`config.mk`:
```
export PLATFORM = sky130hd
export DESIGN_NAME = sorted_timer_queue_flat
export DESIGN_NICKNAME = d
export VERILOG_FILES = /design/src/rtl/stq_pkg.sv /design/src/rtl/stq_if.sv /design/src/rtl/stq_front.sv /design/src/rtl/stq_back.sv /design/src/rtl/sorted_timer_queue.sv /design/src/flat_wrapper.sv
export SDC_FILE = /design/constraint.sdc
export NUM_CORES = 2
export LEC_CHECK = 0
export CAP_MARGIN = 20
export CORE_MARGIN = 4
export CORE_UTILIZATION = 39
export CTS_BUF_LIST = sky130_fd_sc_hd__clkbuf_2 sky130_fd_sc_hd__clkbuf_4 sky130_fd_sc_hd__clkbuf_8
export CTS_CLUSTER_SIZE = 16
export DETAILED_ROUTE_END_ITERATION = 12
export DONT_BUFFER_PORTS = 1
export REMOVE_ABC_BUFFERS = 1
export SETUP_SLACK_MARGIN = 0.02
export SYNTH_ARGS = -nofsm -noshare
export SYNTH_HDL_FRONTEND = slang
export SYNTH_HIERARCHICAL = 1
export SYNTH_SLANG_ARGS = --single-unit
```
`constraint.sdc`:
```
create_clock -name clock -period 12.63 [get_ports clock]
set_clock_uncertainty 0.05 [all_clocks]
set_input_delay 1.8945 -clock clock [delete_from_list [all_inputs] [get_ports clock]]
set_output_delay 1.8945 -clock clock [all_outputs]
set_load 0.02 [all_outputs]
```
`src/rtl/stq_pkg.sv`:
```
// Shared types and constants of the sorted timer queue.
package stq_pkg;

   localparam int SLOT_W      = 4;
   localparam int TICK_W      = 32;
   localparam int ACTION_W    = 2;
   localparam int KIND_W      = 2;
   localparam int MAX_FIRE    = 16;
   localparam int FIRE_CNT_W  = $clog2(MAX_FIRE + 1);
   localparam int FIRE_IDX_W  = $clog2(MAX_FIRE);

   typedef enum logic [ACTION_W-1:0] {
      ACT_ARM_ONCE     = 2'd0,
      ACT_ARM_PERIODIC = 2'd1,
      ACT_STOP         = 2'd2,
      ACT_TICK         = 2'd3
   } action_type;

   typedef enum logic [KIND_W-1:0] {
      KIND_STATUS   = 2'd0,
      KIND_FIRED    = 2'd1,
      KIND_NONE_DUE = 2'd2
   } kind_type;

   localparam logic STATUS_OK        = 1'b0;
   localparam logic STATUS_PARAM_ERR = 1'b1;

   typedef enum logic [1:0] {
      CMD_REJECT,
      CMD_ARM,
      CMD_STOP,
      CMD_TICK
   } cmd_op_type;

   typedef struct packed {
      cmd_op_type        op;
      logic [SLOT_W-1:0] slot;
      logic              periodic;
      logic [TICK_W-1:0] period;
      logic [TICK_W-1:0] expiry;
      logic [TICK_W-1:0] now;
   } cmd_type;

endpackage

```
`src/rtl/stq_if.sv`:
```
// Request and response channel interfaces of the sorted timer queue.
interface stq_req_if;
   import stq_pkg::*;
   logic                valid;
   logic                ready;
   logic [ACTION_W-1:0] action;
   logic [SLOT_W-1:0]   timer_slot;
   logic [TICK_W-1:0]   tick_amount;
   logic [TICK_W-1:0]   current_tick;

   modport source(output valid, action, timer_slot, tick_amount, current_tick, input ready);
   modport sink(input valid, action, timer_slot, tick_amount, current_tick, output ready);
endinterface

interface stq_rsp_if;
   import stq_pkg::*;
   logic              valid;
   logic              ready;
   logic [KIND_W-1:0] result_kind;
   logic              status_code;
   logic [SLOT_W-1:0] fired_slot;
   logic              last_result;

   modport source(output valid, result_kind, status_code, fired_slot, last_result, input ready);
   modport sink(input valid, result_kind, status_code, fired_slot, last_result, output ready);
endinterface

```
`src/rtl/stq_front.sv`:
```
// Request decoder and command queue of the sorted timer queue.
module stq_front #(
   parameter int NUM_TIMERS = 16
) (
   input  logic             clock,
   input  logic             reset,
   stq_req_if.sink          req_if,
   output stq_pkg::cmd_type cmd_out,
   output logic             cmd_valid,
   input  logic             cmd_take
);
   import stq_pkg::*;

   localparam int DEPTH = 2;
   localparam int PTR_W = 1;
   localparam int CNT_W = 2;

   cmd_type          queue_ff [DEPTH];
   logic [PTR_W-1:0] wr_ptr_ff;
   logic [PTR_W-1:0] rd_ptr_ff;
   logic [CNT_W-1:0] count_ff;
   cmd_type          cmd_new;
   logic             push;
   logic             pop;
   logic             arm_ok;

   assign req_if.ready = (count_ff != CNT_W'(DEPTH));
   assign push         = req_if.valid && req_if.ready;
   assign pop          = cmd_take && cmd_valid;
   assign cmd_valid    = (count_ff != '0);
   assign cmd_out      = queue_ff[rd_ptr_ff];

   // A zero delay or an out-of-range slot turns an arm into a rejected request.
   assign arm_ok = (req_if.tick_amount != '0) && (32'(req_if.timer_slot) < NUM_TIMERS);

   always_comb begin
      cmd_new.slot     = req_if.timer_slot;
      cmd_new.periodic = (req_if.action == ACT_ARM_PERIODIC);
      cmd_new.period   = req_if.tick_amount;
      cmd_new.expiry   = req_if.current_tick + req_if.tick_amount;
      cmd_new.now      = req_if.current_tick;
      unique case (req_if.action) inside
         ACT_ARM_ONCE, ACT_ARM_PERIODIC: cmd_new.op = arm_ok ? CMD_ARM : CMD_REJECT;
         ACT_STOP:                       cmd_new.op = CMD_STOP;
         default:                        cmd_new.op = CMD_TICK;
      endcase
   end

   always_ff @(posedge clock) begin
      if (push) begin
         queue_ff[wr_ptr_ff] <= cmd_new;
      end
   end

   always_ff @(posedge clock) begin
      if (reset) begin
         wr_ptr_ff <= '0;
         rd_ptr_ff <= '0;
         count_ff  <= '0;
      end else begin
         if (push) begin
            wr_ptr_ff <= wr_ptr_ff + 1'b1;
         end
         if (pop) begin
            rd_ptr_ff <= rd_ptr_ff + 1'b1;
         end
         if (push && !pop) begin
            count_ff <= count_ff + 1'b1;
         end else if (pop && !push) begin
            count_ff <= count_ff - 1'b1;
         end
      end
   end

endmodule

```
`src/rtl/stq_back.sv`:
```
// Sorted timer list engine: removal, insertion, expiry and result register.
module stq_back #(
   parameter int NUM_TIMERS = 16
) (
   input  logic             clock,
   input  logic             reset,
   input  stq_pkg::cmd_type cmd_in,
   input  logic             cmd_valid,
   output logic             cmd_take,
   stq_rsp_if.source        rsp_if
);
   import stq_pkg::*;

   localparam int CNT_W = $clog2(NUM_TIMERS + 1);
   localparam int IDX_W = $clog2(NUM_TIMERS);

   typedef struct packed {
      logic [SLOT_W-1:0] id;
      logic              periodic;
      logic [TICK_W-1:0] period;
      logic [TICK_W-1:0] key;
   } entry_type;

   typedef enum logic [2:0] {
      ST_IDLE,
      ST_FIND,
      ST_SHIFT,
      ST_INSERT,
      ST_REPLY,
      ST_POP,
      ST_FIRE
   } state_type;

   state_type             state_ff;
   cmd_type               cmd_ff;
   entry_type             list_ff [NUM_TIMERS];
   entry_type             list_in [NUM_TIMERS];
   entry_type             due_ff [MAX_FIRE];
   logic [CNT_W-1:0]      count_ff;
   logic [FIRE_CNT_W-1:0] due_cnt_ff;
   logic [FIRE_IDX_W-1:0] fire_idx_ff;
   logic [IDX_W-1:0]      hole_ff;
   kind_type              reply_kind_ff;
   logic                  reply_err_ff;

   logic                  rsp_valid_ff;
   kind_type              kind_ff;
   logic                  status_ff;
   logic [SLOT_W-1:0]     slot_ff;
   logic                  last_ff;

   logic                  out_free;
   logic                  rsp_load;
   logic                  found;
   logic [IDX_W-1:0]      found_idx;
   logic                  head_due;
   logic                  last_fire;
   logic                  ins_en;
   logic                  shift_en;
   logic [IDX_W-1:0]      hole_sel;
   entry_type             ins_entry;
   entry_type             cmd_entry;
   entry_type             due_cur;
   logic [NUM_TIMERS-1:0] gt;

   assign out_free  = !rsp_valid_ff || rsp_if.ready;
   assign rsp_load  = out_free && (state_ff == ST_REPLY || state_ff == ST_FIRE);
   assign due_cur   = due_ff[fire_idx_ff];
   assign last_fire = ({1'b0, fire_idx_ff} + 1'b1) == due_cnt_ff;
   assign head_due  = (count_ff != '0) && (due_cnt_ff != FIRE_CNT_W'(MAX_FIRE))
                      && (list_ff[0].key <= cmd_ff.now);
   assign cmd_take  = (state_ff == ST_IDLE) && cmd_valid;

   assign cmd_entry.id       = cmd_ff.slot;
   assign cmd_entry.periodic = cmd_ff.periodic;
   assign cmd_entry.period   = cmd_ff.period;
   assign cmd_entry.key      = cmd_ff.expiry;

   assign ins_en = (count_ff < CNT_W'(NUM_TIMERS))
                   && ((state_ff == ST_INSERT)
                       || (state_ff == ST_FIRE && out_free && due_cur.periodic));
   assign ins_entry = (state_ff == ST_FIRE) ? due_cur : cmd_entry;
   assign shift_en  = (state_ff == ST_SHIFT) || (state_ff == ST_POP && head_due);
   assign hole_sel  = (state_ff == ST_SHIFT) ? hole_ff : '0;

   // Locate the slot being re-armed or stopped; a slot is in the list at most once.
   always_comb begin
      found     = 1'b0;
      found_idx = '0;
      for (int i = 0; i < NUM_TIMERS; i++) begin
         if (CNT_W'(i) < count_ff && list_ff[i].id == cmd_ff.slot) begin
            found     = 1'b1;
            found_idx = IDX_W'(i);
         end
      end
   end

   // Insertion goes behind every entry whose key is not later, so ties keep arm order.
   // Since the list is sorted, gt is monotonic and each entry only looks at its neighbor.
   always_comb begin
      for (int i = 0; i < NUM_TIMERS; i++) begin
         gt[i] = (CNT_W'(i) < count_ff) && (list_ff[i].key > ins_entry.key);
      end
      list_in = list_ff;
      if (ins_en) begin
         if (gt[0] || count_ff == '0) begin
            list_in[0] = ins_entry;
         end
         for (int i = 1; i < NUM_TIMERS; i++) begin
            if (gt[i-1]) begin
               list_in[i] = list_ff[i-1];
            end else if (gt[i] || CNT_W'(i) == count_ff) begin
               list_in[i] = ins_entry;
            end
         end
      end else if (shift_en) begin
         for (int i = 0; i < NUM_TIMERS - 1; i++) begin
            if (IDX_W'(i) >= hole_sel) begin
               list_in[i] = list_ff[i+1];
            end
         end
      end
   end

   always_ff @(posedge clock) begin
      list_ff <= list_in;
      if (state_ff == ST_POP && head_due) begin
         due_ff[due_cnt_ff[FIRE_IDX_W-1:0]] <= '{
            id:       list_ff[0].id,
            periodic: list_ff[0].periodic,
            period:   list_ff[0].period,
            key:      cmd_ff.now + list_ff[0].period
         };
      end
   end

   always_ff @(posedge clock) begin
      if (reset) begin
         state_ff      <= ST_IDLE;
         count_ff      <= '0;
         due_cnt_ff    <= '0;
         fire_idx_ff   <= '0;
         hole_ff       <= '0;
         reply_kind_ff <= KIND_STATUS;
         reply_err_ff  <= STATUS_OK;
         rsp_valid_ff  <= 1'b0;
         kind_ff       <= KIND_STATUS;
         status_ff     <= STATUS_OK;
         slot_ff       <= '0;
         last_ff       <= 1'b0;
      end else begin
         if (rsp_load) begin
            rsp_valid_ff <= 1'b1;
         end else if (rsp_if.ready) begin
            rsp_valid_ff <= 1'b0;
         end
         if (ins_en) begin
            count_ff <= count_ff + 1'b1;
         end else if (shift_en) begin
            count_ff <= count_ff - 1'b1;
         end
         unique case (state_ff)
            ST_IDLE: begin
               if (cmd_valid) begin
                  cmd_ff        <= cmd_in;
                  reply_kind_ff <= KIND_STATUS;
                  reply_err_ff  <= (cmd_in.op == CMD_REJECT) ? STATUS_PARAM_ERR : STATUS_OK;
                  due_cnt_ff    <= '0;
                  unique case (cmd_in.op)
                     CMD_REJECT: state_ff <= ST_REPLY;
                     CMD_TICK:   state_ff <= ST_POP;
                     default:    state_ff <= ST_FIND;
                  endcase
               end
            end
            ST_FIND: begin
               hole_ff <= found_idx;
               if (found) begin
                  state_ff <= ST_SHIFT;
               end else begin
                  state_ff <= (cmd_ff.op == CMD_ARM) ? ST_INSERT : ST_REPLY;
               end
            end
            ST_SHIFT: begin
               state_ff <= (cmd_ff.op == CMD_ARM) ? ST_INSERT : ST_REPLY;
            end
            ST_INSERT: begin
               state_ff <= ST_REPLY;
            end
            ST_REPLY: begin
               if (out_free) begin
                  kind_ff      <= reply_kind_ff;
                  status_ff    <= reply_err_ff;
                  slot_ff      <= '0;
                  last_ff      <= 1'b1;
                  state_ff     <= ST_IDLE;
               end
            end
            ST_POP: begin
               if (head_due) begin
                  due_cnt_ff <= due_cnt_ff + 1'b1;
               end else if (due_cnt_ff == '0) begin
                  reply_kind_ff <= KIND_NONE_DUE;
                  state_ff      <= ST_REPLY;
               end else begin
                  fire_idx_ff <= '0;
                  state_ff    <= ST_FIRE;
               end
            end
            ST_FIRE: begin
               if (out_free) begin
                  kind_ff      <= KIND_FIRED;
                  status_ff    <= STATUS_OK;
                  slot_ff      <= due_cur.id;
                  last_ff      <= last_fire;
                  fire_idx_ff  <= fire_idx_ff + 1'b1;
                  if (last_fire) begin
                     state_ff <= ST_IDLE;
                  end
               end
            end
            default: state_ff <= ST_IDLE;
         endcase
      end
   end

   assign rsp_if.valid       = rsp_valid_ff;
   assign rsp_if.result_kind = kind_ff;
   assign rsp_if.status_code = status_ff;
   assign rsp_if.fired_slot  = slot_ff;
   assign rsp_if.last_result = last_ff;

   a_count_bound: assert property (@(posedge clock) disable iff (reset)
      count_ff <= CNT_W'(NUM_TIMERS))
      else $error("timer list count exceeds capacity");

   a_head_sorted: assert property (@(posedge clock) disable iff (reset)
      count_ff >= CNT_W'(2) |-> list_ff[0].key <= list_ff[1].key)
      else $error("timer list head out of order");

   a_due_bound: assert property (@(posedge clock) disable iff (reset)
      due_cnt_ff <= FIRE_CNT_W'(MAX_FIRE))
      else $error("too many timers collected in one tick");

   a_fire_ends: assert property (@(posedge clock) disable iff (reset)
      (state_ff == ST_FIRE && out_free && last_fire) |=> state_ff == ST_IDLE)
      else $error("tick did not finish after its final fired result");

endmodule

```
`src/rtl/sorted_timer_queue.sv`:
```
// Top level of the sorted timer queue: request decoder, command queue and list engine.
//
//   channel | direction | payload
//   req_if  | in        | action, timer_slot, tick_amount, current_tick
//   rsp_if  | out       | result_kind, status_code, fired_slot, last_result
//
// An arm steps through find, remove (if listed), insert and reply; a stop through
// find, remove and reply. A tick collects due timers from the list head, one per
// cycle, then returns one fired result per cycle while the response is not stalled,
// or a single none-due result when none is due.
// Synchronous reset empties the list at once; there is no clearing pass.
// Two decoded requests can wait in the command queue while a result is stalled.
module sorted_timer_queue #(
   parameter int NUM_TIMERS = 16
) (
   input logic       clock,
   input logic       reset,
   stq_req_if.sink   req_if,
   stq_rsp_if.source rsp_if
);
   import stq_pkg::*;

   cmd_type cmd;
   logic    cmd_valid;
   logic    cmd_take;

   stq_front #(
      .NUM_TIMERS(NUM_TIMERS)
   ) u_front (
      .clock     (clock),
      .reset     (reset),
      .req_if    (req_if),
      .cmd_out   (cmd),
      .cmd_valid (cmd_valid),
      .cmd_take  (cmd_take)
   );

   stq_back #(
      .NUM_TIMERS(NUM_TIMERS)
   ) u_back (
      .clock     (clock),
      .reset     (reset),
      .cmd_in    (cmd),
      .cmd_valid (cmd_valid),
      .cmd_take  (cmd_take),
      .rsp_if    (rsp_if)
   );

endmodule
```
`src/flat_wrapper.sv`:
```
// flat-port wrapper written by rule: the top's interface ports become plain ports
module sorted_timer_queue_flat import stq_pkg::*;
#(
   parameter int NUM_TIMERS = 16
)
  (clock, reset, req_if_valid, req_if_action, req_if_timer_slot, req_if_tick_amount, req_if_current_tick, req_if_ready, rsp_if_valid, rsp_if_result_kind, rsp_if_status_code, rsp_if_fired_slot, rsp_if_last_result, rsp_if_ready);
  stq_req_if req_if_i ();
  stq_rsp_if rsp_if_i ();
  input logic clock;
  input logic reset;
  input wire logic [$bits(req_if_i.valid)-1:0] req_if_valid;
  input wire logic [$bits(req_if_i.action)-1:0] req_if_action;
  input wire logic [$bits(req_if_i.timer_slot)-1:0] req_if_timer_slot;
  input wire logic [$bits(req_if_i.tick_amount)-1:0] req_if_tick_amount;
  input wire logic [$bits(req_if_i.current_tick)-1:0] req_if_current_tick;
  output wire logic [$bits(req_if_i.ready)-1:0] req_if_ready;
  output wire logic [$bits(rsp_if_i.valid)-1:0] rsp_if_valid;
  output wire logic [$bits(rsp_if_i.result_kind)-1:0] rsp_if_result_kind;
  output wire logic [$bits(rsp_if_i.status_code)-1:0] rsp_if_status_code;
  output wire logic [$bits(rsp_if_i.fired_slot)-1:0] rsp_if_fired_slot;
  output wire logic [$bits(rsp_if_i.last_result)-1:0] rsp_if_last_result;
  input wire logic [$bits(rsp_if_i.ready)-1:0] rsp_if_ready;
  assign req_if_i.valid = req_if_valid;
  assign req_if_i.action = req_if_action;
  assign req_if_i.timer_slot = req_if_timer_slot;
  assign req_if_i.tick_amount = req_if_tick_amount;
  assign req_if_i.current_tick = req_if_current_tick;
  assign req_if_ready = req_if_i.ready;
  assign rsp_if_valid = rsp_if_i.valid;
  assign rsp_if_result_kind = rsp_if_i.result_kind;
  assign rsp_if_status_code = rsp_if_i.status_code;
  assign rsp_if_fired_slot = rsp_if_i.fired_slot;
  assign rsp_if_last_result = rsp_if_i.last_result;
  assign rsp_if_i.ready = rsp_if_ready;
  sorted_timer_queue #(.NUM_TIMERS(NUM_TIMERS)) u_core (.clock(clock), .reset(reset), .req_if(req_if_i), .rsp_if(rsp_if_i));
endmodule
```
=== Yosys cells after proc, flatten, opt, wreduce, memory -nomap -nowiden ===
Memory sizes are Yosys's and may differ from the RTL's. A register that Yosys moved wholly into a read port is not among the register bits.
Cells that the tools add are included.
W data, S select, Z words.

* Flip-flop bits (word level): 1244
* Bits in writable memories: 1310
* Input port bits: 74
* Output and inout port bits: 10
* Memories: 2

{| class="wikitable"
|+ Memories
! memory !! words !! width !! rd ports !! clocked after Yosys merged registers in !! write ports !! RTL line !! source
|-
| u_core.u_back.due_ff || 16 || 69 || 1 || 1 || 1 || stq_back.sv:38 || <nowiki>entry_type due_ff [MAX_FIRE];</nowiki>
|-
| u_core.u_front.queue_ff || 2 || 103 || 1 || 1 || 1 || stq_front.sv:18 || <nowiki>cmd_type queue_ff [DEPTH];</nowiki>
|}

* Add/subtract/negate cells: 11
* Order comparisons: 49
* Equality and inequality tests: 67
* Multiplexer cells: 131
* Bitwise logic cells: 1
* Reductions and logical operators: 121

{| class="wikitable"
|+ Operator list
! kind !! count
|-
| $mux W69 || 47
|-
| $mux W1035 || 2
|-
| $gt A32 B32 Y1 || 16
|-
| $mux W4 || 22
|-
| $add A32 B32 Y32 || 2
|-
| $eq A4 B4 Y1 || 16
|-
| $reduce_and A3 Y1 || 18
|-
| $reduce_bool A2 Y1 || 23
|-
| $logic_and A1 B1 Y1 || 44
|-
| $ne A3 B1 Y1 const B || 14
|-
| $eq A4 B5 Y1 const A || 8
|-
| $lt A4 B5 Y1 const A || 8
|-
| $le A32 B32 Y1 || 1
|-
| $reduce_bool A32 Y1 || 1
|-
| $mux W1 || 31
|-
| $ge A4 B4 Y1 const A || 7
|-
| $mux W3 || 7
|-
| $pmux W3 S7 || 1
|-
| $eq A3 B5 Y1 const A || 4
|-
| $logic_or A1 B1 Y1 || 20
|-
| $lt A3 B5 Y1 const A || 4
|-
| $mux W5 || 4
|-
| $ge A3 B4 Y1 const A || 4
|-
| $mux W2 || 8
|-
| 38 further kinds || 68
|}

=== Longest topological paths before layout ===
* Depth after elaboration: 20
* Mapped depth: 21
* Mapped depth without buffers: 13

=== By module ===
The synthesis kept the hierarchy.

{| class="wikitable"
|+ By module, submodules not included
! module !! instances !! cells an instance !! area each (um^2)
|-
| stq_back || 1 || 9079 || 118478.6
|-
| stq_front || 1 || 611 || 9405.3
|}

=== Least setup slack after synthesis ===
Ideal clock, no wire load.

* Kind: register to register
* Start: register with a tool-made name
* End: register u_core/u_back/list_ff[207] in the netlist's numbering (enable)
* Setup time: 0.621 ns
* Data arrival time: 9.726 ns
* Required time: 11.959 ns
* Path slack: 2.233 ns
* Stages on the path, launching flop included: 18
* Path through: dfxtp_1 -> buf_6 -> buf_2 -> buf_2 -> mux4_2 -> mux4_2 -> mux2_2 -> inv_1 -> ha_1 -> nand4_1 -> nor4_1 -> nand2_1 -> a31oi_1 -> a221oi_1 -> o21ai_1 -> clkbuf_1 -> nand2_1 -> a311oi_1

{| class="wikitable"
|+ RTL lines
! element !! RTL line !! source
|-
| to (signal assigned) || stq_back.sv:126 || <nowiki>list_ff <= list_in;</nowiki>
|-
| to (decl) || stq_back.sv:36 || <nowiki>entry_type list_ff [NUM_TIMERS];</nowiki>
|}

==> flow_metrics.py <==
metrics = {
    "global_routing": {
        "grt_max_degree": 226,
        "grt_pass1_wl_um": 652200,
        "grt_pass1_vias": 91640,
        "antenna_found_initial": 15,
        "grt_remaining_overflow": 0,
        "gr-usage-all-layers": 0.2614,
    },
    "finish": {
        "final_cells": 14320,
        "drive_above_1_share": 0.1712,
        "fin_util": 0.4344,
        "nNetsFinal": 10310,
        "syn_to_final_growth_pct": 10.50,
    },
    "clocking": {
        "cts.path.max_buffers": 4,
        "cts_resized": 0,
        "postCtsSetupBuffers": 0,
        "cts_made_buffers": 428,
        "cts_tree": "built",
        "cts_sinks": 2558,
        "hold_buffers": 0,
        "clk_pin_slew_worst_paths_ns": 0.06,
        "cts_htree_levels": 5,
        "cts-root-buf": "clkbuf_8",
        "clock_latency_ns": 1.11,
    },
    "die": {
        "row_count": 209,
        "dieArea_um2": 337100,
        "initial_core_util": 0.3931,
        "fp.dieW_um": 580.6,
        "pin_count": 84,
        "die_h_um": 580.6,
        "core_um2": 325300,
    },
    "detailed_routing": {
        "drtIter0Drc": 13130,
        "drc": 0,
        "vias": 93020,
        "drt-vias-per-instance": 6.496,
        "routed_wl_um": 459400,
        "post_drt_wl_per_cell_um": 32.08,
        "ant_nets": 0,
        "drt_first_pass_iters": 8,
    },
    "timing": {
        "report.final.slew_viol_count": 0,
        "tightest_slew_ns": 1.304,
        "tns_ns": 0,
        "fin_crit_sh": 0.6876,
        "max_freq_mhz": 115.1,
        "setup_viol": 0,
        "setup_ws_ns": 3.945,
        "relSlewSlack": 0.1308,
        "period_needed_ns": 8.685,
        "hold_viol_final": 0,
        "rsz0062_at_grt": "no",
    },
    "setup_path": {
        "crit_path_top_delay_cell": "buf_4",
        "cp_max_fo": 53,
        "critical_path_buf_inv_count": 5,
        "crit_path_cell_trace": "buf_4 > buf_4 > mux4_2 > mux4_2 > mux2_2 > inv_1 > ha_1 > nand2_1 > nor2_1 > o21ai_0 > a21oi_1 > a211oi_1 > o31ai_4 > buf_4 > and2_4 > o311a_4 > buf_4",
        "setup.worst_path.start_class": "register",
        "cp-end-kind": "register",
        "crit_type": "reg -> reg",
        "cpPeakStageDelay_ns": 0.74,
        "arrival_ns": 9.31,
        "crit_top_cell": "buf_4",
        "cp_top_family": "buffers and inverters",
        "cp.required_ns": 13.26,
    },
    "yosys": {
        "yosysTopAreaCell": "edfxtp_1",
        "synth_seq_cells": 2558,
        "synthTopCellsByCount": "edfxtp_1, nand2_1, a21oi_1",
        "yosysMostFrequentCell": "edfxtp_1",
        "netlist_area_um2": 127900,
        "synth_cell_types": 85,
        "syn_avg_cell_area_um2": 13.20,
        "synth_cells": 9690,
        "seq_area_frac_synth": 0.5974,
        "synth-edff-count": 2517,
        "synthArstFlopShare": 0,
        "yosys-top-cells-area": "edfxtp_1, mux4_2, ha_1",
        "synth_flop_cell": "edfxtp_1",
        "yosysWarnings": 6,
        "synth_top_cell_area_share": 0.5910,
    },
    "power": {
        "vdd_drop_max_uv": 295.2,
        "total_power_w": 0.03176,
        "powerDensity_nw_per_um2": 224.8,
        "p_leak_nw": 48.56,
    },
    "run": {
        "maxCapViolCount": 0,
    },
    "placed_design": {
        "dp_hpwl_um": 287100,
        "post-place-ws_ns": 3.787,
        "dp_cells": 13520,
        "io_buffers": 0,
        "gp_congestion": 0.9763,
    },
    "min_path": {
        "holdCritPathClass": "reg -> reg",
    },
    "status": {
        "status": "finished clean",
    },
}
==> where the power goes <==
group | internal, W | leakage (nW) | total, W | switching (W)
logic | 0.00288 | 20.9 | 0.0114 | 0.00849
registers | 0.0119 | 23.2 | 0.0131 | 0.00113
clock network | 0.00381 | 4.40 | 0.00734 | 0.00353
total | 0.0186 | 48.6 | 0.0318 | 0.0131
==> flip-flops by register name (all words and copies together) (netlist names), 2 cells and up, named ones only <==
register	cells
u_core/u_front/queue_ff	206
u_core/u_back/state_ff	3
u_core/u_back/rsp_if.fired_slot	4
u_core/u_back/hole_ff	4
u_core/u_back/due_ff	1104
u_core/u_back/fire_idx_ff	4
u_core/u_back/cmd_ff	34
u_core/u_back/due_cnt_ff	5
u_core/u_front/count_ff	2
u_core/u_back/list_ff	1104
u_core/u_back/cmd_entry	69
u_core/u_back/rsp_if.result_kind	2
u_core/u_back/count_ff	5
==> cell families (layout without fill, tap and decap cells) <==
| kind of cell | after synthesis | after routing | synth area share |
|---|---|---|---|
| flip-flops | 2558 | 2558 | 0.5974 |
| multiplexers | 653 | 653 | 0.08689 |
| adder cells (fa/ha/maj) | 588 | 588 | 0.05765 |
| AO/OA/AOI/OAI | 2359 | 2359 | 0.1281 |
| buffers and inverters | 934 | 1233 | 0.03043 |
| XOR/XNOR | 132 | 132 | 0.009040 |
| other | 0 | 5 | 0 |
| AND/OR/NAND/NOR | 2466 | 2466 | 0.09049 |
==> metal layers <==
| layer | global-route usage | share of wire | vias to the layer above |
|---|---|---|---|
| met1 | 0.3506 | 0.39 | 46590 |
| met5 | 0 | 0.000059 | - |
| met2 | 0.3965 | 0.44 | 6559 |
| li1 | - | - | 38570 |
| met4 | 0.1285 | 0.055 | 4 |
| met3 | 0.06489 | 0.12 | 1297 |
==> cell type report <==
class / count / area (um2)
fill: 29430 / 184000
sequential: 2558 / 76420
multi-input combinational: 6198 / 48330
clock buffer: 573 / 7010
tap: 4325 / 5411
timing repair buffer: 254 / 2049
clock inverter: 203 / 1314
inverter: 203 / 762.0
antenna: 5 / 12.51
==> worst min-delay path, stage by stage (launching register included) <==
cell and delay [ns]:
dfxtp_1 0.33, a21oi_1 0.04, nor2_1 0.07
==> path summary, 6_finish.rpt <==
check	from	end	slack, ns	cells past startpoint
setup / recovery	register	u_core/u_back/list_ff[751]	3.95	17
hold / removal	u_core/u_back/reply_kind_ff[1]	u_core/u_back/reply_kind_ff[1]	0.42	2
setup reg to reg	register	u_core/u_back/list_ff[751]	3.95	17
hold reg to reg	u_core/u_back/reply_kind_ff[1]	u_core/u_back/reply_kind_ff[1]	0.42	2
==> cell usage in the layout, fill, tap and decap left out, types with 179 or more instances in the layout <==
| cell | count |
|---|---|
| a21o_1 | 179 |
| mux4_2 | 341 |
| o31ai_1 | 347 |
| edfxtp_1 | 2517 |
| a21oi_1 | 629 |
| nor3_1 | 435 |
| clkbuf_8 | 433 |
| o211ai_1 | 425 |
| mux2_2 | 238 |
| ha_1 | 586 |
| nand2_1 | 1207 |
| o2111ai_1 | 205 |
| nand4_1 | 325 |
| buf_4 | 237 |
| o21ai_0 | 179 |
==> through the flow <==
stage | hold slack [ns] | cell area, um2
after floorplan | 0.3787 | 124800
after global placement | 0.4117 | 132700
after detailed placement | 0.4111 | 132800
after CTS | 0.4020 | 141100
after global routing | 0.4233 | 141300
final | 0.4224 | 141300
(Power assumes the default switching activity.)
